==> config.mk <==
export PLATFORM = sky130hd
export DESIGN_NAME = utf8_text_direction_scan
export DESIGN_NICKNAME = d
export VERILOG_FILES = /design/src/rtl/core/u8td_pkg.sv /design/src/rtl/core/u8td_decode.sv /design/src/rtl/core/utf8_text_direction_scan.sv
export SDC_FILE = /design/constraint.sdc
export NUM_CORES = 1
export LEC_CHECK = 0
export ABC_CLOCK_PERIOD_IN_PS = 25100
export BUFFER_PORTS_ARGS = -buffer_cell sky130_fd_sc_hd__buf_2
export CAP_MARGIN = 20
export CORE_ASPECT_RATIO = 1.2
export CORE_MARGIN = 2
export CORE_UTILIZATION = 42
export DETAILED_ROUTE_END_ITERATION = 6
export MAX_ROUTING_LAYER = met4
export PLACE_DENSITY_LB_ADDON = 0.12
export SKIP_LAST_GASP = 1
export SYNTH_ARGS = -nofsm -noshare
export SYNTH_HDL_FRONTEND = slang
export SYNTH_SLANG_ARGS = --single-unit
==> constraint.sdc <==
create_clock -name clk -period 25.1 [get_ports clk]
set_clock_uncertainty 0.2 [all_clocks]
set_input_delay 6.275 -clock clk [delete_from_list [all_inputs] [get_ports clk]]
set_output_delay 6.275 -clock clk [all_outputs]
set_load 0.02 [all_outputs]
==> src/rtl/core/u8td_pkg.sv <==
// u8td_pkg: words, direction codes and the utf-8 step decoder for the text direction scanner
// no dependencies; used by u8td_decode and utf8_text_direction_scan

package u8td_pkg;

	localparam int COUNT_BITS_DEF = 32;
	localparam int TOTAL_BITS     = 32;
	localparam int WIN_BYTES      = 4;
	localparam int HELD_BYTES     = 3;

	localparam logic [20:0] CP_MAX       = 21'h10FFFF;
	localparam logic [20:0] CP_SURR_LO   = 21'h00D800;
	localparam logic [20:0] CP_SURR_HI   = 21'h00DFFF;
	localparam logic [7:0]  LEAD2_LO     = 8'hC2;
	localparam logic [7:0]  LEAD2_HI     = 8'hDF;
	localparam logic [7:0]  LEAD3_LO     = 8'hE0;
	localparam logic [7:0]  LEAD3_HI     = 8'hEF;
	localparam logic [7:0]  LEAD4_LO     = 8'hF0;
	localparam logic [7:0]  LEAD4_HI     = 8'hF4;

	typedef enum logic [1:0] {
		DIR_NONE = 2'd0,
		DIR_LTR  = 2'd1,
		DIR_RTL  = 2'd2
	} dir_t;

	typedef enum logic [1:0] {
		OVR_LTR   = 2'd0,
		OVR_RTL   = 2'd1,
		OVR_MIXED = 2'd2
	} ovr_t;

	typedef struct packed {
		logic [7:0] data_byte;
		logic       end_of_string;
	} text_word_t;

	typedef struct packed {
		logic [1:0]            overall_direction;
		logic [1:0]            first_strong_dir;
		logic                  rtl_majority;
		logic                  ltr_majority;
		logic [TOTAL_BITS-1:0] ltr_total;
		logic [TOTAL_BITS-1:0] rtl_total;
	} scan_word_t;

	typedef struct packed {
		logic       emit;
		dir_t       dir;
		logic [2:0] drop;
		logic       stop;
	} step_t;

	typedef struct packed {
		logic [2:0]                  ltr_inc;
		logic [2:0]                  rtl_inc;
		dir_t                        first;
		logic [1:0]                  held_count;
		logic [HELD_BYTES-1:0][7:0]  held;
	} dec_t;

	function automatic dir_t dir_of(input logic [20:0] cp);
		dir_t r;
		priority if (cp >= 21'h00590 && cp <= 21'h008FF) r = DIR_RTL;
		else if (cp >= 21'h0FB1D && cp <= 21'h0FDFF) r = DIR_RTL;
		else if (cp >= 21'h0FE70 && cp <= 21'h0FEFF) r = DIR_RTL;
		else if (cp >= 21'h10800 && cp <= 21'h1091F) r = DIR_RTL;
		else if (cp >= 21'h10A00 && cp <= 21'h10A7F) r = DIR_RTL;
		else if (cp >= 21'h10AC0 && cp <= 21'h10B7F) r = DIR_RTL;
		else if (cp >= 21'h10D00 && cp <= 21'h10D3F) r = DIR_RTL;
		else if (cp >= 21'h10E60 && cp <= 21'h10E7F) r = DIR_RTL;
		else if (cp >= 21'h10EC0 && cp <= 21'h10EFF) r = DIR_RTL;
		else if (cp >= 21'h1E800 && cp <= 21'h1E95F) r = DIR_RTL;
		else if (cp <= 21'h00040) r = DIR_NONE;
		else if (cp >= 21'h0005B && cp <= 21'h00060) r = DIR_NONE;
		else if (cp >= 21'h0007B && cp <= 21'h000BF) r = DIR_NONE;
		else if (cp >= 21'h02000 && cp <= 21'h0206F) r = DIR_NONE;
		else r = DIR_LTR;
		return r;
	endfunction

	// one decode step at the head of the window
	function automatic step_t decode_step(
		input logic [7:0] w0,
		input logic [7:0] w1,
		input logic [7:0] w2,
		input logic [7:0] w3,
		input logic [2:0] n,
		input logic       last
	);
		logic [2:0]  need;
		logic [20:0] cp;
		logic [20:0] min_cp;
		logic        ok;
		step_t       r;
		r.emit = 1'b0;
		r.dir  = DIR_NONE;
		r.drop = 3'd0;
		r.stop = 1'b0;
		cp     = '0;
		min_cp = '0;
		ok     = 1'b0;
		priority if (w0 < 8'h80) need = 3'd1;
		else if (w0 >= LEAD2_LO && w0 <= LEAD2_HI) need = 3'd2;
		else if (w0 >= LEAD3_LO && w0 <= LEAD3_HI) need = 3'd3;
		else if (w0 >= LEAD4_LO && w0 <= LEAD4_HI) need = 3'd4;
		else need = 3'd0;

		priority if (n == 3'd0) begin
			r.stop = 1'b1;
		end else if (need > n) begin
			// hold for more bytes, or a cut-off tail at the end
			r.stop = 1'b1;
			if (last) begin
				r.emit = 1'b1;
				r.dir  = DIR_LTR;
				r.drop = n;
			end
		end else if (need == 3'd0) begin
			r.emit = 1'b1;
			r.dir  = DIR_LTR;
			r.drop = 3'd1;
		end else if (need == 3'd1) begin
			r.emit = 1'b1;
			r.dir  = dir_of({13'd0, w0});
			r.drop = 3'd1;
		end else begin
			unique case (need)
				3'd2: begin
					ok     = (w1[7:6] == 2'b10);
					cp     = {10'd0, w0[4:0], w1[5:0]};
					min_cp = 21'h00080;
				end
				3'd3: begin
					ok     = (w1[7:6] == 2'b10) && (w2[7:6] == 2'b10);
					cp     = {5'd0, w0[3:0], w1[5:0], w2[5:0]};
					min_cp = 21'h00800;
				end
				default: begin
					ok     = (w1[7:6] == 2'b10) && (w2[7:6] == 2'b10) &&
						(w3[7:6] == 2'b10);
					cp     = {w0[2:0], w1[5:0], w2[5:0], w3[5:0]};
					min_cp = 21'h10000;
				end
			endcase
			if (cp < min_cp || (cp >= CP_SURR_LO && cp <= CP_SURR_HI) || cp > CP_MAX)
				ok = 1'b0;
			r.emit = 1'b1;
			if (ok) begin
				r.dir  = dir_of(cp);
				r.drop = need;
			end else begin
				r.dir  = DIR_LTR;
				r.drop = 3'd1;
			end
		end
		return r;
	endfunction

endpackage

==> src/rtl/core/u8td_decode.sv <==
// u8td_decode: decodes the held bytes plus one new byte into direction counts
// depends on u8td_pkg (decode_step, dec_t)

module u8td_decode
	import u8td_pkg::*;
(
	input  logic [HELD_BYTES-1:0][7:0] held,
	input  logic [1:0]                 held_count,
	input  logic [7:0]                 data_byte,
	input  logic                       last,
	output dec_t                       dec
);

	always_comb begin
		logic [7:0] w  [WIN_BYTES];
		logic [7:0] wn [WIN_BYTES];
		logic [2:0] n;
		logic [2:0] src;
		logic       run;
		step_t      st;
		for (int k = 0; k < WIN_BYTES; k++) begin
			if (k < HELD_BYTES && 2'(k) < held_count)
				w[k] = held[k];
			else if (3'(k) == {1'b0, held_count})
				w[k] = data_byte;
			else
				w[k] = 8'h00;
			wn[k] = 8'h00;
		end
		n           = {1'b0, held_count} + 3'd1;
		run         = 1'b1;
		src         = '0;
		dec.ltr_inc = '0;
		dec.rtl_inc = '0;
		dec.first   = DIR_NONE;
		for (int i = 0; i < WIN_BYTES; i++) begin
			st = decode_step(w[0], w[1], w[2], w[3], n, last);
			if (run) begin
				if (st.emit) begin
					if (st.dir == DIR_LTR) dec.ltr_inc = dec.ltr_inc + 3'd1;
					if (st.dir == DIR_RTL) dec.rtl_inc = dec.rtl_inc + 3'd1;
					if (dec.first == DIR_NONE) dec.first = st.dir;
				end
				if (st.stop) run = 1'b0;
				for (int k = 0; k < WIN_BYTES; k++) begin
					src   = 3'(k) + st.drop;
					wn[k] = (src < 3'(WIN_BYTES)) ? w[src[1:0]] : 8'h00;
				end
				for (int k = 0; k < WIN_BYTES; k++) w[k] = wn[k];
				n = n - st.drop;
			end
		end
		dec.held_count = n[1:0];
		for (int k = 0; k < HELD_BYTES; k++) dec.held[k] = w[k];
	end

endmodule

==> src/rtl/core/utf8_text_direction_scan.sv <==
// utf8_text_direction_scan: utf-8 byte stream to strong text direction summary
// depends on u8td_pkg and u8td_decode
//
//  channel  | valid       | stall       | word                | when
//  ---------+-------------+-------------+---------------------+---------------------------
//  text     | text_valid  | text_stall  | text  (text_word_t) | one byte of the string
//  scan     | scan_valid  | scan_stall  | scan  (scan_word_t) | once, after the last byte
//
// one byte per cycle unless a last byte waits on a stalled result; a byte in the input
// register is decoded against the held bytes and tallies in that same cycle
// the result register loads at the edge the last byte leaves the input register
// reset clears held bytes, tallies and first direction, and empties both registers
// only a last byte waits on a stalled result; other bytes keep flowing

module utf8_text_direction_scan
	import u8td_pkg::*;
#(
	parameter int COUNT_BITS = COUNT_BITS_DEF
) (
	input  logic       clk,
	input  logic       arst_n,
	input  logic       text_valid,
	output logic       text_stall,
	input  text_word_t text,
	output logic       scan_valid,
	input  logic       scan_stall,
	output scan_word_t scan
);

	localparam logic [COUNT_BITS-1:0] TALLY_MAX = {COUNT_BITS{1'b1}};

	logic                       text_valid_s1;
	text_word_t                 text_s1;
	logic                       s1_go;

	logic [HELD_BYTES-1:0][7:0] held_q;
	logic [1:0]                 held_count_q;
	logic [COUNT_BITS-1:0]      ltr_tally_q;
	logic [COUNT_BITS-1:0]      rtl_tally_q;
	dir_t                       first_dir_q;

	logic                       res_valid_q;
	logic [COUNT_BITS-1:0]      res_ltr_q;
	logic [COUNT_BITS-1:0]      res_rtl_q;
	dir_t                       res_first_q;

	dec_t                       dec;
	logic [COUNT_BITS:0]        ltr_sum;
	logic [COUNT_BITS:0]        rtl_sum;
	logic [COUNT_BITS-1:0]      ltr_next;
	logic [COUNT_BITS-1:0]      rtl_next;
	dir_t                       first_next;

	u8td_decode u_decode (
		.held       (held_q),
		.held_count (held_count_q),
		.data_byte  (text_s1.data_byte),
		.last       (text_s1.end_of_string),
		.dec        (dec)
	);

	assign s1_go      = text_valid_s1 &&
		!(text_s1.end_of_string && res_valid_q && scan_stall);
	assign text_stall = text_valid_s1 && !s1_go;

	always_comb begin
		ltr_sum    = {1'b0, ltr_tally_q} + (COUNT_BITS+1)'(dec.ltr_inc);
		rtl_sum    = {1'b0, rtl_tally_q} + (COUNT_BITS+1)'(dec.rtl_inc);
		ltr_next   = ltr_sum[COUNT_BITS] ? TALLY_MAX : ltr_sum[COUNT_BITS-1:0];
		rtl_next   = rtl_sum[COUNT_BITS] ? TALLY_MAX : rtl_sum[COUNT_BITS-1:0];
		first_next = (first_dir_q == DIR_NONE) ? dec.first : first_dir_q;
	end

	always_ff @(posedge clk or negedge arst_n) begin
		if (!arst_n) begin
			text_valid_s1 <= 1'b0;
		end else if (!text_valid_s1 || s1_go) begin
			text_valid_s1 <= text_valid;
		end
	end

	always_ff @(posedge clk) begin
		if (!text_valid_s1 || s1_go) begin
			text_s1 <= text;
		end
	end

	always_ff @(posedge clk or negedge arst_n) begin
		if (!arst_n) begin
			held_q       <= '0;
			held_count_q <= '0;
			ltr_tally_q  <= '0;
			rtl_tally_q  <= '0;
			first_dir_q  <= DIR_NONE;
		end else if (s1_go) begin
			if (text_s1.end_of_string) begin
				held_q       <= '0;
				held_count_q <= '0;
				ltr_tally_q  <= '0;
				rtl_tally_q  <= '0;
				first_dir_q  <= DIR_NONE;
			end else begin
				held_q       <= dec.held;
				held_count_q <= dec.held_count;
				ltr_tally_q  <= ltr_next;
				rtl_tally_q  <= rtl_next;
				first_dir_q  <= first_next;
			end
		end
	end

	always_ff @(posedge clk or negedge arst_n) begin
		if (!arst_n) begin
			res_valid_q <= 1'b0;
		end else if (s1_go && text_s1.end_of_string) begin
			res_valid_q <= 1'b1;
		end else if (res_valid_q && !scan_stall) begin
			res_valid_q <= 1'b0;
		end
	end

	always_ff @(posedge clk) begin
		if (s1_go && text_s1.end_of_string) begin
			res_ltr_q   <= ltr_next;
			res_rtl_q   <= rtl_next;
			res_first_q <= first_next;
		end
	end

	always_comb begin
		if (res_ltr_q != '0 && res_rtl_q != '0)
			scan.overall_direction = OVR_MIXED;
		else if (res_rtl_q != '0)
			scan.overall_direction = OVR_RTL;
		else
			scan.overall_direction = OVR_LTR;
		scan.first_strong_dir = res_first_q;
		scan.rtl_majority     = (res_rtl_q > res_ltr_q);
		scan.ltr_majority     = (res_ltr_q >= res_rtl_q);
		scan.ltr_total        = TOTAL_BITS'(res_ltr_q);
		scan.rtl_total        = TOTAL_BITS'(res_rtl_q);
	end

	assign scan_valid = res_valid_q;

	// a held sequence always starts with a multi-byte lead
	a_held_lead: assert property (@(posedge clk) disable iff (!arst_n)
		held_count_q != 2'd0 |-> (held_q[0] >= LEAD2_LO && held_q[0] <= LEAD4_HI))
		else $error("held sequence without a valid lead");

	// last byte produces a result and clears the string state
	a_end_clears: assert property (@(posedge clk) disable iff (!arst_n)
		s1_go && text_s1.end_of_string |=>
			res_valid_q && held_count_q == 2'd0 && ltr_tally_q == '0 &&
			rtl_tally_q == '0 && first_dir_q == DIR_NONE)
		else $error("end of string did not yield a result and clear state");

	// an empty input register never stalls the source
	a_no_idle_stall: assert property (@(posedge clk) disable iff (!arst_n)
		!text_valid_s1 |-> !text_stall)
		else $error("stall while input register empty");

	// tallies only grow within a string
	a_tally_grows: assert property (@(posedge clk) disable iff (!arst_n)
		s1_go && !text_s1.end_of_string |=>
			ltr_tally_q >= $past(ltr_tally_q) && rtl_tally_q >= $past(rtl_tally_q))
		else $error("tally decreased inside a string");

endmodule
==> run_results.csv <==
group,metric,value,unit
job,maxCapViolCount,0,
sta,tightest_slew,1.122,ns
status,status,"finished with violations",
detailed_routing,routedWlPerCell,26.72,µm
critical_path,r2r_start,"held_count_q[1]",
status,violations,"DRC",
clocking,clkSinkCount,169,
synthesis,synth_edf_count,75,
clocking,clk_path_buf_depth,2,
sta,fin_setup_tns,0,ns
layout,fin_util,0.4590,
detailed_routing,drc,17,
clocking,postCtsSetupBuffers,0,
sta,holdWs,0.3078,ns
worst_hold_path,min-delay-path-class,"register to register",
clocking,htree_levels,4,
layout,insertedDiodeCount,0,
place,port_buffers,84,
detailed_routing,avgViaCountPerCell,6.903,
global_routing,grt_start_max_net_pins,91,
critical_path,endpoint,"ltr_tally_q[19]",
clocking,clk_latency,0.44,ns
synthesis,synth_cell_types,122,
worst_hold_path,min_path_cells,2,
synthesis,synthFlopType,"dfrtp_1",
critical_path,endpoint_kind,"register",
synthesis,postSynthCellCount,2642,
clocking,holdBufCountCts,0,
floorplanning,rows,89,
critical_path,critPathSlowestCell,"o22ai_1",
place,dp.cells,3284,
floorplanning,die_w,206.6,µm
global_routing,grt_pass1_vias,21620,
sta,fmax,44.57,MHz
synthesis,synth-seq-area-share,0.2225,
clocking,cts.reportedPaths.clkPinSlew,0.07,ns
critical_path,cp_common_cell,"ha_1",
critical_path,critPathMaxStageDelay,0.92,ns
sta,relSlewSlack,0.2485,
detailed_routing,num_vias,22910,
layout,n_fill_cell,4900,
critical_path,cp_max_fo,47,
layout,layout.nets,2763,
synthesis,syn_avg_cell_area,7.834,µm²
place,hpwl,67.36,mm
floorplanning,start_util,0.4234,
clocking,cts_buffers,17,
layout,drive_gt1_frac,0.1320,
critical_path,r2r_cells,71,
floorplanning,fp.dieArea,51080,µm²
sta,hold_viol_final,0,
sta,report.final.slew_viol_count,0,
critical_path,critPathArrivalTime,22.61,ns
global_routing,antenna_found_initial,0,
detailed_routing,drt-initial-drc-count,2326,
clocking,post_cts_resize_count,0,
detailed_routing,ant_nets,0,
detailed_routing,wl,88.70,mm
place,routabilityCongestion,0.9997,
synthesis,synth_nets,2736,
detailed_routing,dr.pass1.iters,7,
sta,timing.final.crit_share,0.8939,
critical_path,rrSetupSlack,2.66,ns
floorplanning,design.core.area,48890,µm²
clocking,cts-root-buf,"clkbuf_16",
synthesis,synth-seq-cells,169,
sta,rsz0062_at_grt,"false",
global_routing,grt_pass1_wl,133.4,mm
global_routing,gr-usage-all-layers,0.3506,
critical_path,startpoint,"held_count_q[1]",
floorplanning,die_y,247.2,µm
synthesis,synth_area,20700,µm²
layout,area_delta_synth_final,8.409,%
synthesis,ys_async_sr_fraction,0.5562,
critical_path,critPathKind,"register to register",
sta,post-route-min-period,22.44,ns
layout,final_cells,3319,
critical_path,worstPathRequired,25.27,ns
clocking,cts_tree,"yes",
sta,finalSetupViolations,0,
synthesis,yosysWarnings,0,
critical_path,r2r_end,"ltr_tally_q[19]",
floorplanning,pin_count,85,
critical_path,worst_setup_path_start_kind,"register",
global_routing,grt_remaining_overflow,0,
## metrics by stage
step / cell area (µm²) / setup WS (ns)
global placement: 21780 / 2.980
finish: 22440 / 2.662
global route: 22440 / 1.053
detailed placement: 21800 / 2.817
floorplan: 20700 / 7.285
CTS: 22400 / 2.699
## routing by layer
layer  vias up  global-route usage  routed length, µm
met4         0              0.1809               5064
met1     11130              0.4192              34850
met3       281             0.03835               6149
met2      1221              0.5809              42640
li1      10280                   -                  -
met5         -                   -                  0
## cells by family (layout without fill, tap and decap cells)
kind of cell,Yosys count,count (layout),synth area share
mux,122,122,0.07919
simple gates,1041,1041,0.2484
fa+ha+maj,81,81,0.05078
compound gates,902,902,0.3191
xor+xnor,60,60,0.02575
buf+inv,267,307,0.05429
flops,169,169,0.2225
## area by class of cell
class | instances | area [µm²] | share of cell area
clock buffer | 18 | 439.2 | 0.01957
multi-input combinational | 2206 | 15010 | 0.6689
inverter | 120 | 452.9 | 0.02019
clock inverter | 14 | 152.6 | 0.006803
tap | 637 | 797.0 | 0.03552
timing repair buffer | 155 | 983.4 | 0.04383
sequential | 169 | 4604 | 0.2052
## critical path, delay by kind of cell, from the launching register on
family | cells | cell delay [ns]
xor+xnor | 1 | 0.19
compound gates | 30 | 9.04
buf+inv | 13 | 3.65
simple gates | 17 | 5.04
mux | 4 | 1.54
flops | 1 | 0.82
fa+ha+maj | 6 | 1.81
## synth_stat cells (38+ instances only)
cell,count,area share
nand2_1,309,0.056
nor2_1,240,0.044
a21oi_1,158,0.038
o21ai_0,136,0.033
inv_1,106,0.019
clkbuf_1,98,0.018
dfrtp_1,94,0.11
nand3_1,92,0.022
a22o_1,76,0.032
ha_1,76,0.046
nor3_1,76,0.018
edfxtp_1,75,0.11
nand4_1,57,0.017
mux2i_1,54,0.026
o22ai_1,45,0.014
and3_1,42,0.013
nor4_1,40,0.012
and2_1,38,0.011
o211ai_1,38,0.014
xnor2_1,38,0.016
## state kept, by name (all words and copies together) (netlist names)
name           count
ltr_tally_q       32
res_ltr_q         32
res_rtl_q         32
rtl_tally_q       32
held_q            24
text_s1            9
first_dir_q        2
held_count_q       2
res_first_q        2
scan_valid         1
text_valid_s1      1
## how the worst min path moves through the flow
stage | slack [ns] | start | to
floorplan | 0.26 | held_q[16] | held_q[16]
global placement | 0.29 | held_q[18] | held_q[18]
detailed placement | 0.29 | held_q[18] | held_q[18]
CTS | 0.31 | held_q[18] | held_q[18]
global route | 0.33 | ltr_tally_q[2] | ltr_tally_q[2]
finish | 0.31 | held_q[18] | held_q[18]
## layout by cell type (no fill, tap or decap), drive strengths merged, types with 80 or more instances in the layout
| cell type | synthesis | routed |
|---|---|---|
| buf | 49 | 154 |
| nand2 | 315 | 315 |
| a21oi | 158 | 158 |
| inv | 120 | 127 |
| o21ai | 163 | 163 |
| nand3 | 92 | 92 |
| nor2 | 242 | 242 |
| nor3 | 80 | 80 |
| dfrtp | 94 | 94 |
Power is not shown: default switching activity piles up to over one toggle a cycle in this logic, so the estimate is an artifact.
